File: src/polyrem_pkg.sv
// ============================================================================
// polyrem_pkg
// Shared widths, codes and controller/datapath interface types for the
// integer polynomial remainder block.
// ============================================================================
`default_nettype none

package polyrem_pkg;

   localparam int MAX_DEGREE_DEF = 31;
   localparam int COEF_W         = 16;
   localparam int WORK_W         = 32;
   localparam int DEG_W          = 6;
   localparam int STATUS_W       = 2;

   localparam logic ACTION_DIVIDEND = 1'b0;
   localparam logic ACTION_DIVISOR  = 1'b1;

   typedef enum logic [STATUS_W-1:0] {
      STATUS_OK        = 2'd0,
      STATUS_LEAD_ZERO = 2'd1,
      STATUS_OVERFLOW  = 2'd2
   } status_type;

   // controller -> datapath
   typedef struct packed {
      logic load;
      logic clear;
      logic top_init;
      logic top_inc;
      logic j_init;
      logic j_inc;
      logic emit_init;
      logic row_rd;
      logic div_start;
      logic tap_rd;
      logic tap_mul;
      logic tap_wr;
      logic emit_rd;
      logic emit_load;
      logic err_load;
   } cmd_type;

   // datapath -> controller
   typedef struct packed {
      logic req_final_div;
      logic error;
      logic empty;
      logic n_ge_m;
      logic div_done;
      logic tap_last;
      logic row_last;
      logic emit_last;
      logic rsp_free;
   } sts_type;

endpackage

`default_nettype wire

File: src/polyrem_ram.sv
// ============================================================================
// polyrem_ram
// Generic single-write, single-read RAM with registered read data.
// ============================================================================
`default_nettype none

module polyrem_ram #(
   parameter int WIDTH = polyrem_pkg::WORK_W,
   parameter int DEPTH = polyrem_pkg::MAX_DEGREE_DEF + 1
) (
   input  wire logic                     clock,
   input  wire logic                     wr_en,
   input  wire logic [$clog2(DEPTH)-1:0] wr_addr,
   input  wire logic [WIDTH-1:0]         wr_data,
   input  wire logic                     rd_en,
   input  wire logic [$clog2(DEPTH)-1:0] rd_addr,
   output logic      [WIDTH-1:0]         rd_data
);

   logic [WIDTH-1:0] mem_ff [DEPTH];
   logic [WIDTH-1:0] rd_data_ff;

   always_ff @(posedge clock) begin
      if (wr_en) begin
         mem_ff[wr_addr] <= wr_data;
      end
      if (rd_en) begin
         rd_data_ff <= mem_ff[rd_addr];
      end
   end

   assign rd_data = rd_data_ff;

endmodule

`default_nettype wire

File: src/polyrem_div.sv
// ============================================================================
// polyrem_div
// Iterative signed divider, 32-bit dividend by 16-bit divisor, one quotient
// bit per cycle, quotient truncated toward zero and wrapped to 32 bits.
// ============================================================================
`default_nettype none

module polyrem_div (
   input  wire logic                                   clock,
   input  wire logic                                   reset,
   input  wire logic                                   start,
   input  wire logic signed [polyrem_pkg::WORK_W-1:0]  dividend,
   input  wire logic signed [polyrem_pkg::COEF_W-1:0]  divisor,
   output logic                                        done,
   output logic             [polyrem_pkg::WORK_W-1:0]  quotient
);

   import polyrem_pkg::*;

   localparam int CNT_W = $clog2(WORK_W + 1);

   logic              busy_ff, busy_in;
   logic              fix_ff, fix_in;
   logic              done_ff, done_in;
   logic [CNT_W-1:0]  cnt_ff, cnt_in;
   logic [COEF_W-1:0] rem_ff, rem_in;
   logic [WORK_W-1:0] quo_ff, quo_in;
   logic [COEF_W-1:0] dvs_ff, dvs_in;
   logic              neg_ff, neg_in;

   logic [COEF_W:0]   rem_sh;
   logic [COEF_W:0]   rem_diff;
   logic              ge;

   assign rem_sh   = {rem_ff, quo_ff[WORK_W-1]};
   assign rem_diff = rem_sh - {1'b0, dvs_ff};
   assign ge       = rem_sh >= {1'b0, dvs_ff};

   always_comb begin
      busy_in = busy_ff;
      fix_in  = 1'b0;
      done_in = 1'b0;
      cnt_in  = cnt_ff;
      rem_in  = rem_ff;
      quo_in  = quo_ff;
      dvs_in  = dvs_ff;
      neg_in  = neg_ff;
      if (start) begin
         busy_in = 1'b1;
         cnt_in  = CNT_W'(WORK_W);
         rem_in  = '0;
         quo_in  = dividend[WORK_W-1] ? (~$unsigned(dividend) + WORK_W'(1))
                                      : $unsigned(dividend);
         dvs_in  = divisor[COEF_W-1] ? (~$unsigned(divisor) + COEF_W'(1))
                                     : $unsigned(divisor);
         neg_in  = dividend[WORK_W-1] ^ divisor[COEF_W-1];
      end else if (busy_ff) begin
         rem_in = ge ? rem_diff[COEF_W-1:0] : rem_sh[COEF_W-1:0];
         quo_in = {quo_ff[WORK_W-2:0], ge};
         cnt_in = cnt_ff - CNT_W'(1);
         if (cnt_ff == CNT_W'(1)) begin
            busy_in = 1'b0;
            fix_in  = 1'b1;
         end
      end else if (fix_ff) begin
         quo_in  = neg_ff ? (~quo_ff + WORK_W'(1)) : quo_ff;
         done_in = 1'b1;
      end
   end

   always_ff @(posedge clock) begin
      if (reset) begin
         busy_ff <= 1'b0;
         fix_ff  <= 1'b0;
         done_ff <= 1'b0;
      end else begin
         busy_ff <= busy_in;
         fix_ff  <= fix_in;
         done_ff <= done_in;
      end
   end

   always_ff @(posedge clock) begin
      cnt_ff <= cnt_in;
      rem_ff <= rem_in;
      quo_ff <= quo_in;
      dvs_ff <= dvs_in;
      neg_ff <= neg_in;
   end

   assign done     = done_ff;
   assign quotient = quo_ff;

endmodule

`default_nettype wire

File: src/polyrem_dp.sv
// ============================================================================
// polyrem_dp
// Datapath: coefficient stores, load counters and flags, row/tap/emit
// indexes, shared divider, multiply-subtract and the result register.
// ============================================================================
`default_nettype none

module polyrem_dp #(
   parameter int MAX_DEGREE = polyrem_pkg::MAX_DEGREE_DEF
) (
   input  wire logic                                    clock,
   input  wire logic                                    reset,
   input  wire polyrem_pkg::cmd_type                    cmd,
   output polyrem_pkg::sts_type                         sts,
   input  wire logic                                    req_action,
   input  wire logic signed [polyrem_pkg::COEF_W-1:0]   req_coefficient,
   input  wire logic                                    req_final_coef,
   output logic                                         rsp_valid,
   input  wire logic                                    rsp_ready,
   output logic signed [polyrem_pkg::WORK_W-1:0]        rsp_remainder_coef,
   output logic        [polyrem_pkg::DEG_W-1:0]         rsp_degree,
   output logic                                         rsp_last_out,
   output logic        [polyrem_pkg::STATUS_W-1:0]      rsp_status
);

   import polyrem_pkg::*;

   localparam int CAP = MAX_DEGREE + 1;
   localparam int AW  = $clog2(CAP);
   localparam int CW  = $clog2(CAP + 1);
   localparam logic [CW-1:0] CAP_C = CW'(CAP);

   logic [CW-1:0]            dvd_cnt_ff, dvd_cnt_in;
   logic [CW-1:0]            dvs_cnt_ff, dvs_cnt_in;
   logic                     ovf_ff, ovf_in;
   logic                     done_ff, done_in;
   logic signed [COEF_W-1:0] lead_ff;
   logic [AW-1:0]            top_ff, top_in;
   logic [AW-1:0]            j_ff, j_in;
   logic [AW-1:0]            d_ff, d_in;
   logic [WORK_W-1:0]        prod_ff;

   logic                     rsp_valid_ff, rsp_valid_in;
   logic [WORK_W-1:0]        rsp_coef_ff;
   logic [DEG_W-1:0]         rsp_degree_ff;
   logic                     rsp_last_ff;
   status_type               rsp_status_ff;

   logic [CW-1:0]            dvd_idx;
   logic                     dvd_fits;
   logic                     dvs_fits;
   logic                     load_dvd;
   logic                     load_dvs;
   logic [AW-1:0]            tap_addr;
   logic [CW-1:0]            emit_idx;
   status_type               err_status;

   logic                     dvd_we;
   logic [AW-1:0]            dvd_waddr;
   logic [WORK_W-1:0]        dvd_wdata;
   logic                     dvd_re;
   logic [AW-1:0]            dvd_raddr;
   logic [WORK_W-1:0]        ws_rd;
   logic [COEF_W-1:0]        dvs_rd;

   logic                     div_done;
   logic [WORK_W-1:0]        quotient;
   logic signed [WORK_W+COEF_W-1:0] prod_full;

   assign load_dvd = cmd.load && (req_action == ACTION_DIVIDEND);
   assign load_dvs = cmd.load && (req_action == ACTION_DIVISOR);
   assign dvd_idx  = done_ff ? '0 : dvd_cnt_ff;
   assign dvd_fits = dvd_idx != CAP_C;
   assign dvs_fits = dvs_cnt_ff != CAP_C;
   assign tap_addr = top_ff + j_ff;
   assign emit_idx = dvd_cnt_ff - CW'(1) - CW'(d_ff);

   always_comb begin
      if (ovf_ff) begin
         err_status = STATUS_OVERFLOW;
      end else if (lead_ff == '0) begin
         err_status = STATUS_LEAD_ZERO;
      end else begin
         err_status = STATUS_OK;
      end
   end

   // load counters and problem flags
   always_comb begin
      dvd_cnt_in = dvd_cnt_ff;
      dvs_cnt_in = dvs_cnt_ff;
      ovf_in     = ovf_ff;
      done_in    = done_ff;
      if (cmd.clear) begin
         dvd_cnt_in = '0;
         dvs_cnt_in = '0;
         ovf_in     = 1'b0;
         done_in    = 1'b0;
      end else if (load_dvd) begin
         dvd_cnt_in = dvd_fits ? (dvd_idx + CW'(1)) : dvd_idx;
         ovf_in     = (done_ff ? 1'b0 : ovf_ff) | !dvd_fits;
         dvs_cnt_in = done_ff ? '0 : dvs_cnt_ff;
         done_in    = req_final_coef;
      end else if (load_dvs) begin
         if (dvs_fits) begin
            dvs_cnt_in = dvs_cnt_ff + CW'(1);
         end else begin
            ovf_in = 1'b1;
         end
      end
   end

   // row, tap and emit indexes
   always_comb begin
      top_in = top_ff;
      j_in   = j_ff;
      d_in   = d_ff;
      if (cmd.top_init) begin
         top_in = '0;
      end else if (cmd.top_inc) begin
         top_in = top_ff + AW'(1);
      end
      if (cmd.j_init) begin
         j_in = '0;
      end else if (cmd.j_inc) begin
         j_in = j_ff + AW'(1);
      end
      if (cmd.emit_init) begin
         d_in = '0;
      end else if (cmd.emit_load) begin
         d_in = d_ff + AW'(1);
      end
   end

   always_comb begin
      rsp_valid_in = rsp_valid_ff;
      if (cmd.emit_load || cmd.err_load) begin
         rsp_valid_in = 1'b1;
      end else if (rsp_ready) begin
         rsp_valid_in = 1'b0;
      end
   end

   always_ff @(posedge clock) begin
      if (reset) begin
         dvd_cnt_ff   <= '0;
         dvs_cnt_ff   <= '0;
         ovf_ff       <= 1'b0;
         done_ff      <= 1'b0;
         top_ff       <= '0;
         j_ff         <= '0;
         d_ff         <= '0;
         rsp_valid_ff <= 1'b0;
      end else begin
         dvd_cnt_ff   <= dvd_cnt_in;
         dvs_cnt_ff   <= dvs_cnt_in;
         ovf_ff       <= ovf_in;
         done_ff      <= done_in;
         top_ff       <= top_in;
         j_ff         <= j_in;
         d_ff         <= d_in;
         rsp_valid_ff <= rsp_valid_in;
      end
   end

   always_ff @(posedge clock) begin
      if (load_dvs && (dvs_cnt_ff == '0)) begin
         lead_ff <= req_coefficient;
      end
      if (cmd.tap_mul) begin
         prod_ff <= prod_full[WORK_W-1:0];
      end
      if (cmd.emit_load) begin
         rsp_coef_ff   <= ws_rd;
         rsp_degree_ff <= DEG_W'(d_ff);
         rsp_last_ff   <= sts.emit_last;
         rsp_status_ff <= STATUS_OK;
      end else if (cmd.err_load) begin
         rsp_coef_ff   <= '0;
         rsp_degree_ff <= '0;
         rsp_last_ff   <= 1'b1;
         rsp_status_ff <= err_status;
      end
   end

   // working dividend store
   assign dvd_we    = (load_dvd && dvd_fits) || cmd.tap_wr;
   assign dvd_waddr = cmd.tap_wr ? tap_addr : dvd_idx[AW-1:0];
   assign dvd_wdata = cmd.tap_wr ? (ws_rd - prod_ff) : WORK_W'(req_coefficient);
   assign dvd_re    = cmd.row_rd || cmd.tap_rd || cmd.emit_rd;
   assign dvd_raddr = cmd.row_rd ? top_ff : (cmd.tap_rd ? tap_addr : emit_idx[AW-1:0]);

   polyrem_ram #(
      .WIDTH (WORK_W),
      .DEPTH (CAP)
   ) u_dvd_ram (
      .clock   (clock),
      .wr_en   (dvd_we),
      .wr_addr (dvd_waddr),
      .wr_data (dvd_wdata),
      .rd_en   (dvd_re),
      .rd_addr (dvd_raddr),
      .rd_data (ws_rd)
   );

   polyrem_ram #(
      .WIDTH (COEF_W),
      .DEPTH (CAP)
   ) u_dvs_ram (
      .clock   (clock),
      .wr_en   (load_dvs && dvs_fits),
      .wr_addr (dvs_cnt_ff[AW-1:0]),
      .wr_data (req_coefficient),
      .rd_en   (cmd.tap_rd),
      .rd_addr (j_ff),
      .rd_data (dvs_rd)
   );

   polyrem_div u_div (
      .clock    (clock),
      .reset    (reset),
      .start    (cmd.div_start),
      .dividend ($signed(ws_rd)),
      .divisor  (lead_ff),
      .done     (div_done),
      .quotient (quotient)
   );

   assign prod_full = $signed(quotient) * $signed(dvs_rd);

   assign sts.req_final_div = (req_action == ACTION_DIVISOR) && req_final_coef;
   assign sts.error         = err_status != STATUS_OK;
   assign sts.empty         = dvd_cnt_ff == '0;
   assign sts.n_ge_m        = dvd_cnt_ff >= dvs_cnt_ff;
   assign sts.div_done      = div_done;
   assign sts.tap_last      = (CW'(j_ff) + CW'(1)) == dvs_cnt_ff;
   assign sts.row_last      = (CW'(top_ff) + dvs_cnt_ff) == dvd_cnt_ff;
   assign sts.emit_last     = (CW'(d_ff) + CW'(1)) == dvd_cnt_ff;
   assign sts.rsp_free      = !rsp_valid_ff || rsp_ready;

   assign rsp_valid          = rsp_valid_ff;
   assign rsp_remainder_coef = $signed(rsp_coef_ff);
   assign rsp_degree         = rsp_degree_ff;
   assign rsp_last_out       = rsp_last_ff;
   assign rsp_status         = rsp_status_ff;

endmodule

`default_nettype wire

File: src/polyrem_ctrl.sv
// ============================================================================
// polyrem_ctrl
// Controller: sequences loading, per-row divide, per-tap multiply-subtract
// and result emission through command and status structs.
// ============================================================================
`default_nettype none

module polyrem_ctrl (
   input  wire logic                  clock,
   input  wire logic                  reset,
   input  wire logic                  req_valid,
   output logic                       req_ready,
   input  wire polyrem_pkg::sts_type  sts,
   output polyrem_pkg::cmd_type       cmd
);

   import polyrem_pkg::*;

   typedef enum logic [10:0] {
      S_IDLE     = 11'b000_0000_0001,
      S_CHECK    = 11'b000_0000_0010,
      S_ROW_RD   = 11'b000_0000_0100,
      S_ROW_LD   = 11'b000_0000_1000,
      S_DIV      = 11'b000_0001_0000,
      S_TAP_RD   = 11'b000_0010_0000,
      S_TAP_MUL  = 11'b000_0100_0000,
      S_TAP_WR   = 11'b000_1000_0000,
      S_EMIT_RD  = 11'b001_0000_0000,
      S_EMIT_OUT = 11'b010_0000_0000,
      S_ERR_OUT  = 11'b100_0000_0000
   } state_type;

   state_type state_ff, state_in;

   always_comb begin
      state_in = state_ff;
      cmd      = '0;
      case (state_ff)
         S_IDLE: begin
            if (req_valid) begin
               cmd.load = 1'b1;
               if (sts.req_final_div) begin
                  state_in = S_CHECK;
               end
            end
         end
         S_CHECK: begin
            if (sts.error || sts.empty) begin
               state_in = S_ERR_OUT;
            end else if (sts.n_ge_m) begin
               cmd.top_init = 1'b1;
               state_in     = S_ROW_RD;
            end else begin
               cmd.emit_init = 1'b1;
               state_in      = S_EMIT_RD;
            end
         end
         S_ROW_RD: begin
            cmd.row_rd = 1'b1;
            state_in   = S_ROW_LD;
         end
         S_ROW_LD: begin
            cmd.div_start = 1'b1;
            cmd.j_init    = 1'b1;
            state_in      = S_DIV;
         end
         S_DIV: begin
            if (sts.div_done) begin
               state_in = S_TAP_RD;
            end
         end
         S_TAP_RD: begin
            cmd.tap_rd = 1'b1;
            state_in   = S_TAP_MUL;
         end
         S_TAP_MUL: begin
            cmd.tap_mul = 1'b1;
            state_in    = S_TAP_WR;
         end
         S_TAP_WR: begin
            cmd.tap_wr = 1'b1;
            if (!sts.tap_last) begin
               cmd.j_inc = 1'b1;
               state_in  = S_TAP_RD;
            end else if (sts.row_last) begin
               cmd.emit_init = 1'b1;
               state_in      = S_EMIT_RD;
            end else begin
               cmd.top_inc = 1'b1;
               state_in    = S_ROW_RD;
            end
         end
         S_EMIT_RD: begin
            cmd.emit_rd = 1'b1;
            state_in    = S_EMIT_OUT;
         end
         S_EMIT_OUT: begin
            if (sts.rsp_free) begin
               cmd.emit_load = 1'b1;
               if (sts.emit_last) begin
                  cmd.clear = 1'b1;
                  state_in  = S_IDLE;
               end else begin
                  state_in = S_EMIT_RD;
               end
            end
         end
         S_ERR_OUT: begin
            if (sts.rsp_free) begin
               cmd.err_load = 1'b1;
               cmd.clear    = 1'b1;
               state_in     = S_IDLE;
            end
         end
         default: begin
            state_in = S_IDLE;
         end
      endcase
   end

   always_ff @(posedge clock) begin
      if (reset) begin
         state_ff <= S_IDLE;
      end else begin
         state_ff <= state_in;
      end
   end

   assign req_ready = state_ff == S_IDLE;

endmodule

`default_nettype wire

File: src/polynomial_remainder_integer.sv
// Coefficient loads are accepted only while the controller is idle; a new transaction is taken while a result waits.
// Divisor end: a check state, then, when n >= m, (n-m+1) rows, each a divide
// (a 32-step shared divider) and a read-multiply-write pass per divisor tap on one RAM port,
// then a read and an output step per emitted coefficient; n, m are the dividend and divisor lengths.
// Reset is synchronous, active high; it clears counts and flags, the stores are not cleared.
// ============================================================================
// polynomial_remainder_integer
// Integer polynomial long division; emits the remainder coefficients from
// degree 0 upward, or one error/empty transaction.
// ============================================================================
`default_nettype none

module polynomial_remainder_integer #(
   parameter int MAX_DEGREE = polyrem_pkg::MAX_DEGREE_DEF
) (
   input  wire logic                                    clock,
   input  wire logic                                    reset,
   input  wire logic                                    req_valid,
   output logic                                         req_ready,
   input  wire logic                                    req_action,
   input  wire logic signed [polyrem_pkg::COEF_W-1:0]   req_coefficient,
   input  wire logic                                    req_final_coef,
   output logic                                         rsp_valid,
   input  wire logic                                    rsp_ready,
   output logic signed [polyrem_pkg::WORK_W-1:0]        rsp_remainder_coef,
   output logic        [polyrem_pkg::DEG_W-1:0]         rsp_degree,
   output logic                                         rsp_last_out,
   output logic        [polyrem_pkg::STATUS_W-1:0]      rsp_status
);

   import polyrem_pkg::*;

   cmd_type cmd;
   sts_type sts;

   polyrem_ctrl u_ctrl (
      .clock     (clock),
      .reset     (reset),
      .req_valid (req_valid),
      .req_ready (req_ready),
      .sts       (sts),
      .cmd       (cmd)
   );

   polyrem_dp #(
      .MAX_DEGREE (MAX_DEGREE)
   ) u_dp (
      .clock              (clock),
      .reset              (reset),
      .cmd                (cmd),
      .sts                (sts),
      .req_action         (req_action),
      .req_coefficient    (req_coefficient),
      .req_final_coef     (req_final_coef),
      .rsp_valid          (rsp_valid),
      .rsp_ready          (rsp_ready),
      .rsp_remainder_coef (rsp_remainder_coef),
      .rsp_degree         (rsp_degree),
      .rsp_last_out       (rsp_last_out),
      .rsp_status         (rsp_status)
   );

`ifndef SYNTHESIS
   a_err_format : assert property (@(posedge clock) disable iff (reset)
      (rsp_valid && (rsp_status != STATUS_OK)) |->
         (rsp_last_out && (rsp_degree == '0) && (rsp_remainder_coef == '0)))
      else $error("error transaction not a single zero coefficient");

   a_final_blocks : assert property (@(posedge clock) disable iff (reset)
      (req_valid && req_ready && (req_action == ACTION_DIVISOR) && req_final_coef)
         |=> !req_ready)
      else $error("transaction taken right after divisor end");

   a_tap_order : assert property (@(posedge clock) disable iff (reset)
      cmd.tap_wr |-> $past(cmd.tap_mul))
      else $error("tap write without preceding multiply");
`endif

endmodule

`default_nettype wire

File: config.mk
export PLATFORM = sky130hd
export DESIGN_NAME = polynomial_remainder_integer
export DESIGN_NICKNAME = d
export VERILOG_FILES = /design/src/polyrem_pkg.sv /design/src/polyrem_ram.sv /design/src/polyrem_div.sv /design/src/polyrem_dp.sv /design/src/polyrem_ctrl.sv /design/src/polynomial_remainder_integer.sv
export SDC_FILE = /design/constraint.sdc
export NUM_CORES = 2
export LEC_CHECK = 0
export BUFFER_PORTS_ARGS = -buffer_cell sky130_fd_sc_hd__clkbuf_2
export CAP_MARGIN = 10
export CORE_ASPECT_RATIO = 1.2
export CORE_MARGIN = 3
export CORE_UTILIZATION = 45
export CTS_BUF_LIST = sky130_fd_sc_hd__clkbuf_8
export DETAILED_ROUTE_END_ITERATION = 10
export SLEW_MARGIN = 5
export SYNTH_ARGS = -nofsm -noshare
export SYNTH_HDL_FRONTEND = slang
export SYNTH_SLANG_ARGS = --single-unit
File: constraint.sdc
create_clock -name clock -period 8.8 [get_ports clock]
set_input_delay 0.88 -clock clock [delete_from_list [all_inputs] [get_ports clock]]
set_output_delay 0.88 -clock clock [all_outputs]
set_load 0.01 [all_outputs]
Word-level counts from Yosys, hierarchy flattened. Memory sizes are Yosys's and may differ from the RTL's. A register that Yosys moved wholly into a read port is not among the register bits. Cells that the tools add are included.

Bits in registers: 203. Bits of input ports: 22. Bits in writable memories: 1536. Memories kept: 2.

Memories: u_dp.u_dvd_ram.mem_ff (words 32, width 32, read ports 1, clocked after Yosys merged registers in 1, write ports 1, RTL line polyrem_ram.sv:20) `logic [WIDTH-1:0] mem_ff [DEPTH];`; u_dp.u_dvs_ram.mem_ff (words 32, width 16, read ports 1, clocked after Yosys merged registers in 1, write ports 1, RTL line polyrem_ram.sv:20).

Eq/ne operators: 24. Add/sub/neg operators: 17. Magnitude comparators: 2. Multiply operators: 1. Multiplexer cells: 78. Reductions and logical operators: 34. Bitwise gates (word level): 7.

Operator list (number): 32-bit 2-to-1 mux (8); 11-bit case mux with 11 select lines (1); 11-bit 2-to-1 mux (6); 32-bit by 1-bit adder with 32-bit output, second input constant (2); 32-bit inverter (2); 1-bit 2-to-1 mux (43); 6-bit 2-to-1 mux (6); 9-bit 2-to-1 mux (4); 32-bit by 16-bit multiplier with 32-bit output (1); 32-bit subtractor (1); 5-bit 2-to-1 mux (5); 6-bit == test (3); 17-bit by 16-bit greater-or-equal comparator with 1-bit output (1); 16-bit by 1-bit adder with 16-bit output, second input constant (1); 16-bit zero test (1); 16-bit 2-to-1 mux (1); 16-bit inverter (1); 16-bit subtractor (1); 5-bit by 1-bit adder with 5-bit output, second input constant (3); 15-bit 2-to-1 mux (1); 5-bit by 1-bit adder with 6-bit output, second input constant (2); 6-bit by 1-bit adder with 6-bit output, second input constant (2); 6-bit zero test (2); 6-bit != test, second input constant (2); other kinds (35) (63).

Longest topological paths before layout.
Depth in word-level cells: 8. Mapped depth: 24. Mapped depth without buffers: 22.

By module. From an unflattened synthesis, not the netlist that was laid out.

Cell total of the unflattened synthesis: 6317. Area total of the unflattened synthesis: 87346.3 sq um.

By module, submodules not included: polyrem_ram (u_dp.u_dvd_ram) (times used 1, area an instance 40812.9 sq um, seq. area each 31710.4 sq um, cells each 2260); polyrem_ram (u_dp.u_dvs_ram) (times used 1, area an instance 20696.1 sq um, seq. area each 15855.2 sq um, cells each 1143); polyrem_dp (times used 1, area an instance 19526.2 sq um, seq. area each 3223.1 sq um, cells each 2172); polyrem_div (times used 1, area an instance 5529.1 sq um, seq. area each 1971.9 sq um, cells each 644); polyrem_ctrl (times used 1, area an instance 782.0 sq um, seq. area each 220.2 sq um, cells each 98).

Worst setup path after synthesis. Ideal clock, no wire load.

Path type: reg2reg. From: register u_dp.u_div.quo_ff[9], in the netlist u_dp.u_div.quotient[9]. To: register u_dp.prod_ff[30], data pin. Library setup time: 0.262 ns. Path slack: 2.607 ns. Clock period less this slack: 6.193 ns. Path buffers: 2. Arrival time: 5.932 ns. Cell stages (with the launch flop): 20. Path through: edfxtp_1 > clkbuf_1 > clkbuf_1 > nand2_1 > fa_1 > fa_1 > fa_1 > fa_1 > inv_1 > fa_1 > fa_1 > ha_1 > and2_1 > or4_1 > a41oi_1 > a21oi_1 > a31oi_1 > o21ai_0 > a211oi_1 > xnor2_1.

Word-level cells in the longest chain between the ends: 1.

Ends and longest elaborated chain: from (decl) (RTL line polyrem_div.sv:27) `logic [WORK_W-1:0] quo_ff, quo_in;`; from (signal assigned) (RTL line polyrem_div.sv:86) `quo_ff <= quo_in;`; 32-bit by 16-bit multiplier with 32-bit output (RTL line polyrem_dp.sv:229) `assign prod_full = $signed(quotient) * $signed(dvs_rd);`; net u_dp.prod_full[30] (RTL line polyrem_dp.sv:68) `logic signed [WORK_W+COEF_W-1:0] prod_full;`; to (signal assigned) (RTL line polyrem_dp.sv:171) `prod_ff <= prod_full[WORK_W-1:0];`; to (decl) (RTL line polyrem_dp.sv:41) `logic [WORK_W-1:0] prod_ff;`.

The timed path passes the listed nets, and every way through them passes these cells. A chain may end at the register's enable or synchronous reset.

Worst setup path in the final report.
From: register u_dp.u_dvs_ram.rd_data_ff[1], in the netlist u_dp.u_dvs_ram.rd_data[1] (read register of u_dp.u_dvs_ram.mem_ff). To: register u_dp.prod_ff[30], data pin.

Word-level cells in the longest chain between the ends: 1.

Ends and longest elaborated chain: from (decl) (RTL line polyrem_ram.sv:21) `logic [WIDTH-1:0] rd_data_ff;`; 32-bit by 16-bit multiplier with 32-bit output (RTL line polyrem_dp.sv:229); net u_dp.prod_full[30] (RTL line polyrem_dp.sv:68).

The timed path passes the listed nets, and every way through them passes these cells.

==> metrics.txt <==
Async SR Flop Fraction=0; CTS tree=yes; clock tree buffer depth=4; clk slew on worst S/H paths=60 ps; first-pass GRT wire length=337,500 um; # rows=176; DRC Markers=0; Final HPWL DP=134,800 um; area leader, netlist=edfxtp_1; Seq/Total Area, Yosys=0.6093; routability cong.=0.8795; CP arrival=7770 ps; Initial Util=0.4534; htree depth=5; Final Setup Violations=0; total of max-cap violations=0; Post-Route Hold Slack=317.9 ps; die height=487.5 um; final slew viol count=0; synth-to-layout area growth=10.63%; Crit. End Element=flip-flop; Worst Clk Skew=83.43 ps; initial DRC count=4,302; max incr delay on CP=870 ps; CTS root buf=clkbuf_8; Post-synth top flop=edfxtp_1; min cycle time layout=7043 ps; fin nets=6,818; crit path buf inv count=2; leading post-synthesis cells by cell area=edfxtp_1 (59%), fa_1 (7.1%), a211oi_1 (4.6%); Avg Inst Size Synth=14.12 sq um; outcome=complete, no violations; Crit path top cell by count=fa_1; Synth Warn #=0; cts bufs inserted=295; worst slew pin tran=1264 ps; post-route ant nets=0; startpoint types=flip-flop; total grt overflow=0; cell count after placement=8,592; core area=191,800 sq um; I/O Pins=65; hold_buf cts=0; final hold vios=0; VDD IR max=0.1413 mV; # port buffers=63; clk sinks=1,787; Crit Path Category=reg -> reg; Netlist cell types=87; Vias per Instance=5.649; number of global-route vias before repair=51,910; PD cells=177.8 nW/um^2; post-CTS sizing=0; synthesis-stage register bit count=1,787; Wirelength per Cell=25.04 um; die area=198,600 sq um; post-route insts no fill=9,111; Clk Latency, worst-skew pair=1000 ps; total negative slack=0 ps; Pleak=34.38 nW; Tcrit/Tclk final=0.8003; most frequent cells in the layout=edfxtp_1 (1,719), inv_1 (580), a211oi_1 (534), nand2_1 (345), fa_1 (309); crit-path max FO=16; Post-Syn Instances=6,160; Slew HR=0.1575; unrepaired setup endpoints after global routing=no; Max Clk Rate=142.0 MHz; first drt pass iteration count=6; setup bufs post-CTS=0; pin count of the biggest net entering global routing=182; DIE WIDTH=407.3 um; GRT Util Overall=0.2280; layout cell share with drive strength beyond 1=0.1355; CP top delay family=adder cells; total number of vias=51,470; CP cell instances=buf_4 > nand2_1 > fa_1 > fa_1 > fa_1 > fa_1 > inv_1 > fa_1 > fa_1 > ha_1 > and2_1 > or4_1 > a41oi_1 > a21oi_1 > a31oi_1 > o21ai_0 > a211oi_1 > xnor2_1; number of flops mapped to enable cells by yosys=1,719; Worst path slowest cell=edfxtp_1; commonest non-fill, non-tap cell in the layout=edfxtp_1; layout filler cell count=16,280; Yosys top cell area share=0.5936; Hold Path Class=in -> reg; Synth Net Count=6,663; Synth Cell Area=86,960 sq um; final wirelength=228,100 um; initial antenna violation count=19; Critical Path RT=9520 ps
[cell usage after synthesis, types with 12 or more instances]
| library cell | n |
|---|---|
| o211ai_1 | 19 |
| o31ai_1 | 25 |
| fa_1 | 309 |
| buf_2 | 39 |
| nand2b_1 | 26 |
| ha_1 | 172 |
| o21bai_1 | 12 |
| buf_1 | 25 |
| nand2_1 | 350 |
| a211oi_1 | 534 |
| a31oi_1 | 25 |
| and3_1 | 12 |
| or3_1 | 13 |
| xor2_1 | 63 |
| o21a_1 | 22 |
| and2_1 | 196 |
| nor2_1 | 195 |
| mux2_2 | 18 |
| nor2b_1 | 275 |
| xnor2_1 | 112 |
| nand3_1 | 39 |
| dfxtp_1 | 68 |
| clkbuf_1 | 284 |
| nor4_1 | 43 |
| nor3_1 | 60 |
| mux2i_1 | 272 |
| inv_1 | 504 |
| edfxtp_1 | 1719 |
| mux4_2 | 160 |
| a21o_1 | 45 |
| buf_4 | 12 |
| a21oi_1 | 239 |
| o21ai_0 | 125 |
[registers in the layout, summed over array words and instances, names as in the netlist, 16 cells and up]
register                 count
u_dp.u_div.rem_ff           16
u_dp.rsp_remainder_coef     32
u_dp.u_div.dvs_ff           16
u_dp.u_dvs_ram.mem_ff      512
u_dp.lead_ff                16
u_dp.u_dvs_ram.rd_data      16
u_dp.u_dvd_ram.mem_ff     1024
u_dp.prod_ff                32
u_dp.u_dvd_ram.rd_data      32
u_dp.u_div.quotient         32
[power by group]
group	internal, mW	leakage [nW]	total (mW)	switching (mW)
sequential	9.36	16.1	9.37	0.0169
clock	3.41	2.93	6.62	3.21
combinational	0.357	15.4	1.11	0.756
total	13.1	34.4	17.1	3.98
[stage by stage]
stage | util | total power, mW | instance area [sq um] | worst slack, ps
6_report | 0.5016 | 17.10 | 96200 | 1757
5_1_grt | 0.5015 | 17.74 | 96190 | 1469
4_1_cts | 0.5008 | 17.28 | 96060 | 1786
3_5_place_dp | 0.4737 | 10.67 | 90860 | 1775
3_3_place_gp | 0.4737 | 10.65 | 90860 | 1903
2_1_floorplan | - | 10.26 | 86960 | 2607
[final cells by class]
type	instances	area [sq um]	share of cell area
clock buffer	302	4156	0.04321
inverter	506	1899	0.01974
antenna	7	17.52	0.0001821
sequential	1787	52990	0.5508
tap	2581	3229	0.03357
timing repair buffer	221	1650	0.01715
multi-input combinational	3504	31220	0.3245
clock inverter	203	1039	0.01079
[worst paths after layout]
check                       startpoint          endpoint  slack [ps]  depth (start not counted)
max          u_dp.u_dvs_ram.rd_data[1]  u_dp.prod_ff[30]        1760                         18
min                     req_final_coef      u_dp.done_ff         320                          3
max reg2reg  u_dp.u_dvs_ram.rd_data[1]  u_dp.prod_ff[30]        1760                         18
min reg2reg          u_dp.u_div.fix_ff   u_dp.u_div.done         480                          1
[logic make-up after synthesis]
| kind of cell | share of synthesized area |
|---|---|
| AOI/OAI and AO/OA | 0.08740 |
| xor gates and xnor gates | 0.01763 |
| adders and majority gates | 0.09589 |
| buffers and inverters | 0.03885 |
| DFF | 0.6093 |
| muxes | 0.07508 |
| other | 0.00004313 |
| and+or+nand+nor | 0.07583 |
[routing by layer]
metal | global-route usage | part of all wire | up-vias
li1 | - | - | 23090
met1 | 0.2979 | 0.41 | 26400
met2 | 0.3860 | 0.49 | 1615
met3 | 0.04143 | 0.064 | 355
met4 | 0.07464 | 0.031 | 8
met5 | 0 | 0.00020 | -
[worst register-to-register path, stage by stage, from the launching register on]
cell	delay, ps
edfxtp_1	870
buf_4	360
nand2_1	120
fa_1	530
fa_1	590
fa_1	460
fa_1	570
inv_1	50
fa_1	490
fa_1	410
ha_1	350
and2_1	170
or4_1	420
a41oi_1	200
a21oi_1	130
a31oi_1	460
o21ai_0	240
a211oi_1	310
xnor2_1	90
No activity file was read; power rests on OpenSTA's default activity.
